**src/rtl/core/pcpa_pkg.sv**
```systemverilog
// ----------------------------------------------------------------------------
// pcpa_pkg: per-CPU page allocator shared definitions
// Sizes, register indexes, status codes, controller states and the
// command/status bundles between controller and datapath.
// ----------------------------------------------------------------------------
`default_nettype none

package pcpa_pkg;

  localparam int NUM_CPUS   = 8;
  localparam int MAX_PAGES  = 32768;
  localparam int PAGE_BYTES = 4096;

  localparam int ADDR_W  = 32;
  localparam int CPU_IN_W = 3;
  localparam int CPU_W   = $clog2(NUM_CPUS);
  localparam int PAGE_W  = $clog2(MAX_PAGES);
  localparam int OFS_W   = $clog2(PAGE_BYTES);
  localparam int APG_W   = ADDR_W - OFS_W;
  localparam int LINK_W  = PAGE_W + 1;
  localparam int REG_IDX_W = 1;

  localparam logic [REG_IDX_W-1:0] REG_START = 1'd0;
  localparam logic [REG_IDX_W-1:0] REG_STOP  = 1'd1;

  localparam logic [ADDR_W-1:0] START_RESET = 32'h8000_0000;
  localparam logic [ADDR_W-1:0] STOP_RESET  = 32'h8800_0000;

  localparam logic KIND_ALLOC = 1'b0;
  localparam logic KIND_FREE  = 1'b1;

  typedef enum logic [1:0] {
    ST_OK    = 2'd0,
    ST_EMPTY = 2'd1,
    ST_BAD   = 2'd2
  } status_t;

  typedef enum logic [1:0] {
    S_IDLE,
    S_FREE,
    S_PICK,
    S_LINK
  } state_t;

  typedef struct packed {
    logic             valid;
    logic [PAGE_W-1:0] page;
  } link_t;

  typedef struct packed {
    logic capture;
    logic free_commit;
    logic pick_read;
    logic empty_done;
    logic pop_commit;
  } cmd_t;

  typedef struct packed {
    logic any_avail;
    logic out_free;
  } stat_t;

endpackage

`default_nettype wire

```
**src/rtl/core/pcpa_ctrl.sv**
```systemverilog
// ----------------------------------------------------------------------------
// pcpa_ctrl: allocator sequencer
// Accepts one request at a time and steps the datapath through free,
// list pick, link read and result load.
// ----------------------------------------------------------------------------
`default_nettype none

module pcpa_ctrl (
  input  logic            clk,
  input  logic            rst,
  input  logic            in_valid,
  input  logic            kind,
  output logic            in_ready,
  input  pcpa_pkg::stat_t st,
  output pcpa_pkg::cmd_t  cmd
);
  import pcpa_pkg::*;

  state_t state;
  state_t state_next;

  always_ff @(posedge clk) begin
    if (rst) begin
      state <= S_IDLE;
    end else begin
      state <= state_next;
    end
  end

  always_comb begin
    state_next = state;
    cmd        = '0;
    in_ready   = 1'b0;
    case (state)
      S_IDLE: begin
        in_ready = 1'b1;
        if (in_valid) begin
          cmd.capture = 1'b1;
          state_next  = (kind == KIND_FREE) ? S_FREE : S_PICK;
        end
      end
      S_FREE: begin
        if (st.out_free) begin
          cmd.free_commit = 1'b1;
          state_next      = S_IDLE;
        end
      end
      S_PICK: begin
        if (st.any_avail) begin
          cmd.pick_read = 1'b1;
          state_next    = S_LINK;
        end else if (st.out_free) begin
          cmd.empty_done = 1'b1;
          state_next     = S_IDLE;
        end
      end
      S_LINK: begin
        if (st.out_free) begin
          cmd.pop_commit = 1'b1;
          state_next     = S_IDLE;
        end
      end
      default: begin
        state_next = S_IDLE;
      end
    endcase
  end

  a_capture_leaves_idle: assert property (@(posedge clk) disable iff (rst)
    cmd.capture |=> state != S_IDLE)
    else $error("request captured but sequencer stayed idle");

  a_link_after_pick: assert property (@(posedge clk) disable iff (rst)
    state == S_LINK |-> $past(state == S_PICK) || $past(state == S_LINK))
    else $error("link state entered without a list pick");

endmodule

`default_nettype wire

```
**config.mk**
```make
export PLATFORM = sky130hd
export DESIGN_NAME = pcpa_ctrl
export DESIGN_NICKNAME = d
export VERILOG_FILES = /design/src/rtl/core/pcpa_pkg.sv /design/src/rtl/core/pcpa_ctrl.sv
export SDC_FILE = /design/constraint.sdc
export NUM_CORES = 1
export LEC_CHECK = 0
export ABC_AREA = 1
export BUFFER_PORTS_ARGS = -buffer_cell sky130_fd_sc_hd__clkbuf_2
export CAP_MARGIN = 20
export CELL_PAD_IN_SITES_DETAIL_PLACEMENT = 1
export CELL_PAD_IN_SITES_GLOBAL_PLACEMENT = 2
export CORE_AREA = 2 2 39 41
export CTS_CLUSTER_DIAMETER = 200
export CTS_CLUSTER_SIZE = 10
export DETAILED_ROUTE_END_ITERATION = 10
export DIE_AREA = 0 0 41 43
export HOLD_SLACK_MARGIN = 0.06
export PLACE_DENSITY_LB_ADDON = 0.05
export SYNTH_ARGS = -nofsm -noshare
export SYNTH_HDL_FRONTEND = slang
export SYNTH_SLANG_ARGS = --single-unit
```
**constraint.sdc**
```tcl
create_clock -name clk -period 2.2 [get_ports clk]
set_clock_uncertainty 0.05 [all_clocks]
set_input_delay 0.11 -clock clk [delete_from_list [all_inputs] [get_ports clk]]
set_output_delay 0.11 -clock clk [all_outputs]
set_load 0.05 [all_outputs]
```
# ---- After elaboration in Yosys (flattened, before gate mapping)
# Cells that the tools add are included.
dict set report word_totals {
  elab_cells 21
  reg_bits 2
}
dict set report op_classes {
  n_mux 14
  n_reduce_logical 2
  eq_ne 4
}
# op n
set op_table {}
lappend op_table {{2-to-1 mux 2 bit} 5}
lappend op_table {{2-to-1 mux 1 bit} 8}
lappend op_table {{case mux 2 bit (3 select lines)} 1}
lappend op_table {{== test 2 bit (second input constant)} 2}
lappend op_table {{== test 2 x 1 -> 1 bit (second input constant)} 1}
lappend op_table {{zero test 2 bit} 1}
lappend op_table {{!= test 2 bit (second input constant)} 1}
lappend op_table {{OR reduction 2 bit} 1}

# ---- Logic depth before layout (Yosys ltp)
# Gate-level depths: netlist (run 1).
dict set report logic_depth {
  ltp_word 3
  ltp_mapped 5
  mapped_depth_nobuf 5
}

# ---- Least setup slack after synthesis (run 1)
# OpenSTA, ideal clock, no wires.
dict set report synth_path {
  path_kind {flip-flop to output port}
  startpoint {register state[1]}
  endpoint {output port cmd[1] (netlist bit)}
  path_slack_ns 0.447
  arrival_time_ns 1.593
  path_buffers 0
  path_stages_with_launch 3
  required_time_ns 2.040
  cell_sequence {dfxtp_1 -> inv_1 -> nor3_1}
}
# element line
set synth_rtl {}
lappend synth_rtl {{start: declaration} pcpa_ctrl.sv:19} ;# state_t state;
lappend synth_rtl {{start signal: assignment} pcpa_ctrl.sv:26} ;# state <= state_next;
lappend synth_rtl {{end: declaration} pcpa_ctrl.sv:15} ;# output pcpa_pkg::cmd_t cmd

==> results of run 1 <==
## where the power goes
| group | internal [W] | total, W | switching [W] |
|---|---|---|---|
| clock | 0.0000601 | 0.0000796 | 0.0000195 |
| combinational | 0.0000178 | 0.0000649 | 0.0000471 |
| sequential | 0.0000399 | 0.0000465 | 0.00000657 |
## cell families (layout without fill, tap and decap cells)
family	count (synthesis)	count (layout)
AND/OR/NAND/NOR	16	16
buffers and inverters	9	23
AO/OA/AOI/OAI	2	2
flip-flops	2	2
## worst max-delay path: stages, from the launching register on
cell and delay [ns]:
dfxtp_1 0.44, inv_1 0.09, nor3_1 0.19, clkbuf_2 0.30
## routing by layer
| metal | GRT usage | share of wire | routed length [µm] |
|---|---|---|---|
| met2 | 0.1063 | 0.49 | 252 |
| met5 | 0 | 0 | 0 |
| met1 | 0.07643 | 0.43 | 224 |
| met4 | 0.04000 | 0 | 0 |
| met3 | 0.04712 | 0.076 | 39 |
## worst max-delay path by stage
stage	startpoint	to	slack (ns)
4_1_cts	state[1]$_SDFFE_PP0P_	cmd[1]	0.77
5_1_grt	state[1]$_SDFFE_PP0P_	cmd[1]	0.67
2_1_floorplan	state[1]$_SDFFE_PP0P_	cmd[1]	0.45
3_3_place_gp	state[1]$_SDFFE_PP0P_	cmd[1]	1.04
3_5_place_dp	state[1]$_SDFFE_PP0P_	cmd[1]	1.00
6_report	state[1]$_SDFFE_PP0P_	cmd[1]	0.79
## through the flow
step / power, W / utilization / hold WS [ns] / worst slack (ns) / cell area, µm²
finish: 0.0001909 / 0.1899 / 0.1039 / 0.7949 / 262.8
global route: 0.0002050 / 0.1899 / 0.1243 / 0.6747 / 262.8
CTS: 0.0001949 / 0.1899 / 0.1065 / 0.7660 / 262.8
detailed placement: 0.0001133 / 0.1736 / 0.3369 / 1.004 / 240.2
global placement: 0.0001127 / 0.1736 / 0.3260 / 1.040 / 240.2
floorplan: 0.00009454 / - / 0.1969 / 0.4467 / 165.2
## final cells by class
class / instances / share of cell area
multi-input cells: 18 / 0.3476
repair buffers: 11 / 0.2095
flip-flops and latches: 2 / 0.1524
inverters: 9 / 0.1286
clock buffers: 3 / 0.08571
well taps: 16 / 0.07619
## cells in the mapped netlist
master,count,area share
inv_1,9,0.20
a21oi_2,2,0.11
dfxtp_1,2,0.24
nor3_1,2,0.061
nor2_1,2,0.045
nor2_4,1,0.068
nand3_1,3,0.091
nand2_1,8,0.18
==> run summary, run 1 <==
adder-cell share of the synthesized area: 0
post-DR wirelength/cell: 8.729 µm
number of global-route vias before repair: 235
Worst Setup Start Kind: register
CTS tree: yes
first-pass GRT wire length: 821 µm
Sink Count: 2
pin count of the biggest net entering global routing: 7
R2R Setup Slk: 1.25 ns
Multi-input gate area: 91.34 µm²
Diodes inserted: 0
ANT nets after route: 0
DR vias: 209
initial antenna violation count: 0
Crit Path Category: register to output pin
grt total ovfl: 0
IO Port Bufs: 11
post-synthesis simple-gate area fraction: 0.4470
share of cells above drive strength 1: 0.3953
Regs by FF count: state x2
GRT Overall Usage: 0.07307
CP Max Fanout: 6
Crit. End Element: output pin
Avg Inst Size Synth: 5.695 µm²
minimum clock period: 1.405 ns
register area: 40.04 µm²
HP Class: input port to register
largest family of logic cells by synthesized area: simple AND/OR/NAND/NOR gates
Seq/Total Area, Yosys: 0.2424
Peak VDD IR: 104.8 µV
clock buffer depth: 2
reg2reg start: state[0]$_SDFFE_PP0P_
die width: 41 µm
hold depth: 4
register bit total from synthesis: 2
Initial Util: 0.1193
flip-flop count of the largest register after layout: 2
1st-pass router iterations: 2
RSZ-0062 raised after global routing: false
post-synthesis mux area share: 0
Worst Hold Endpoint: state[0]$_SDFFE_PP0P_
Iter 0 DRT Violations: 2
Yosys warning count: 0
Power Dens Cells: 726.5 nW/µm²
filler cell count: 184
Residual DRC: 0
Routed WL: 515 µm
Placed Cells: 56
Critical Path RT: 2.04 ns
die area: 1763 µm²
Setup Buffers After CTS: 0
core area: 1384 µm²
arrival time worst endpoint: 1.25 ns
Fin Setup TNS: 0 ns
placer congestion estimate: 0.5398
CTS Hold Bufs: 0
outcome: completed
Peak Freq: 711.7 MHz
vias per inst: 3.542
Slew Limit Fails: 0
non-filler cells, final: 59
Synth cell types: 8
Max-Cap Viols: 0
row count: 14
Syn Std Cell Area: 165.2 µm²
hold_sp: rst
net count after synthesis: 35
most frequent cells in the layout: clkbuf_2, inv_1, nand2_1, nand3_1, clkbuf_4
Mapped Cells: 29
detailed placement HPWL: 459.7 µm
Skew-Pair Late Insertion Delay: 0.22 ns
crit share post-route: 0.6387
Root Buffer: clkbuf_4
CTS H-tree lvls: 1
Clk pin slew, worst setup/hold paths: 0.03 ns
die height: 43 µm
NumNets Final: 51
Tightest Pin Transition: 0.2775 ns
most common cell after layout, fill and taps aside: clkbuf_2
IO Count: 12
FF-to-FF path depth: 3
TritonCTS buffer count: 3
relative slew slack: 0.8158
Hold Violations, Final: 0
post-cts resize count: 0
Synth Area in Compound Gates: 0.1061
Synth Area in XOR/XNOR: 0
r2r endpoint: state[1]$_SDFFE_PP0P_
Pleak: 0.1623 nW
endpoints failing setup: 0
layout overhead on the synthesized area: 59.09%
Most flops, register: state
Power figures use the tool's default switching activity.
==> inputs of run 2 (changes only) <==
clock period = 1.3 ns   (was 2.2 ns; I/O delays follow)
==> run summary, run 2 (same netlist as run 1, synthesis figures left out) <==
outcome: completed
number of global-route vias before repair: 215
Max-Cap Viols: 0
Setup Buffers After CTS: 0
Hold Violations, Final: 0
non-filler cells, final: 60
combinational power share: 0.344
R2R Setup Slk: 0.40 ns
FF-to-FF path depth: 5
die area: 1763 µm²
Slew Limit Fails: 0
Final Hold Slack: 0.08603 ns
RSZ-0062 raised after global routing: false
crit path buf inv count: 2
Peak Freq: 814.2 MHz
Peak VDD IR: 372.5 µV
Crit Path Category: register to output pin
Power Dens Cells: 1147 nW/µm²
Placed Cells: 56
Sw Pwr: 0.0001283 W
Sink Count: 2
minimum clock period: 1.228 ns
detailed placement HPWL: 415.7 µm
1st-pass router iterations: 2
placer congestion estimate: 0.5812
NumNets Final: 52
max incr delay on CP: 0.40 ns
sequential share of power: 0.245
Critical Path RT: 1.19 ns
Initial Util: 0.1193
Fin Setup TNS: 0 ns
arrival time worst endpoint: 1.11 ns
Iter 0 DRT Violations: 1
die width: 41 µm
IO Port Bufs: 11
P_int: 0.0002047 W
Regs by FF count: state x2
Tightest Pin Transition: 0.2779 ns
Routed WL: 503 µm
TritonCTS buffer count: 3
HP Class: input port to register
row count: 14
Worst Setup Start Kind: register
GRT Overall Usage: 0.06507
Root Buffer: clkbuf_4
clock buffer depth: 2
CTS H-tree lvls: 1
IO Count: 12
share of cells above drive strength 1: 0.4773
relative slew slack: 0.8155
grt total ovfl: 0
Most flops, register: state
most frequent cells in the layout: inv_1, nand2_1, clkbuf_2, clkbuf_4, nand3_1
hold depth: 4
sw frac: 0.3854
CP Max Fanout: 6
clock share of power: 0.412
Pleak: 0.1715 nW
Slowest-stage cell, CP: dfxtp_2
vias per inst: 3.633
critical-path cell list: inv_1 -> nor3_2 -> clkbuf_4
Crit. End Element: output pin
ANT nets after route: 0
CTS tree: yes
pin count of the biggest net entering global routing: 7
endpoints failing setup: 0
core area: 1384 µm²
post-DR wirelength/cell: 8.383 µm
Core Util, Final: 0.2098
CP Depth: 3
initial antenna violation count: 0
layout overhead on the synthesized area: 75.76%
Diodes inserted: 0
flip-flop count of the largest register after layout: 2
Clk pin slew, worst setup/hold paths: 0.03 ns
Skew-Pair Late Insertion Delay: 0.22 ns
Residual DRC: 0
most common cell after layout, fill and taps aside: inv_1
die height: 43 µm
crit share post-route: 0.9447
first-pass GRT wire length: 745 µm
DR vias: 218
cell family with most CP delay: flip-flops
-- run 2: changes by cell type in the layout (fill, tap and decap cells not counted), sizes merged --
cell,previous run,this run
dlygate4sd3,0,1
buf,0,1
clkbuf,14,13
-- run 2: final timing paths --
kind | start | end
min reg2reg | state[1]$_SDFFE_PP0P_ | state[1]$_SDFFE_PP0P_
max reg2reg | state[0]$_SDFFE_PP0P_ | state[0]$_SDFFE_PP0P_
max | state[1]$_SDFFE_PP0P_ | cmd[1]
min | kind | state[1]$_SDFFE_PP0P_
-- run 2: timing repair --
item | 4_1_cts | 5_1_grt
resized for setup | 4 | 1
pin swaps | 0 | 0
setup endpoints to repair | 4 | 1
hold buffers | 1 | 0
hold endpoints to repair | 1 | 0
-- run 2: metal layers --
layer / vias up / wire length, µm / GRT usage
met4: 0 / 0 / 0.06000
met5: - / 0 / 0
li1: 115 / - / -
met1: 96 / 227 / 0.07643
met3: 0 / 32 / 0.01571
met2: 7 / 242 / 0.09063
-- run 2: worst min-delay path: stages --
cell and delay [ns]:
clkbuf_2 0.09, inv_1 0.03, nand2_1 0.08, a21oi_2 0.05
-- run 2: layout make-up --
type / count / area, µm²
Sequential cell: 2 / 42.54
Inverter: 9 / 33.78
Timing Repair Buffer: 12 / 70.07
Fill cell: 189 / 1094
Tap cell: 16 / 20.02
Multi-Input combinational cell: 18 / 101.3
Clock buffer: 3 / 22.52
-- run 2: per-stage QoR --
| stage | cell area, µm² | total power, W | setup WS (ns) |
|---|---|---|---|
| floorplan | 175.2 | 0.0001635 | -0.03827 |
| global placement | 250.2 | 0.0001959 | 0.1343 |
| detailed placement | 250.2 | 0.0001950 | 0.1281 |
| CTS | 290.3 | 0.0003459 | 0.04260 |
| global route | 290.3 | 0.0003521 | 0.003739 |
| finish | 290.3 | 0.0003330 | 0.07183 |
-- run 2: power groups by stage --
stage / Combinational (W) / Clock, W / Sequential [W]
2_1_floorplan: 0.0000850 / 0 / 0.0000785
3_3_place_gp: 0.000115 / 0 / 0.0000808
3_5_place_dp: 0.000114 / 0 / 0.0000813
4_1_cts: 0.000117 / 0.000147 / 0.0000820
5_1_grt: 0.000123 / 0.000145 / 0.0000832
6_report: 0.000114 / 0.000137 / 0.0000814
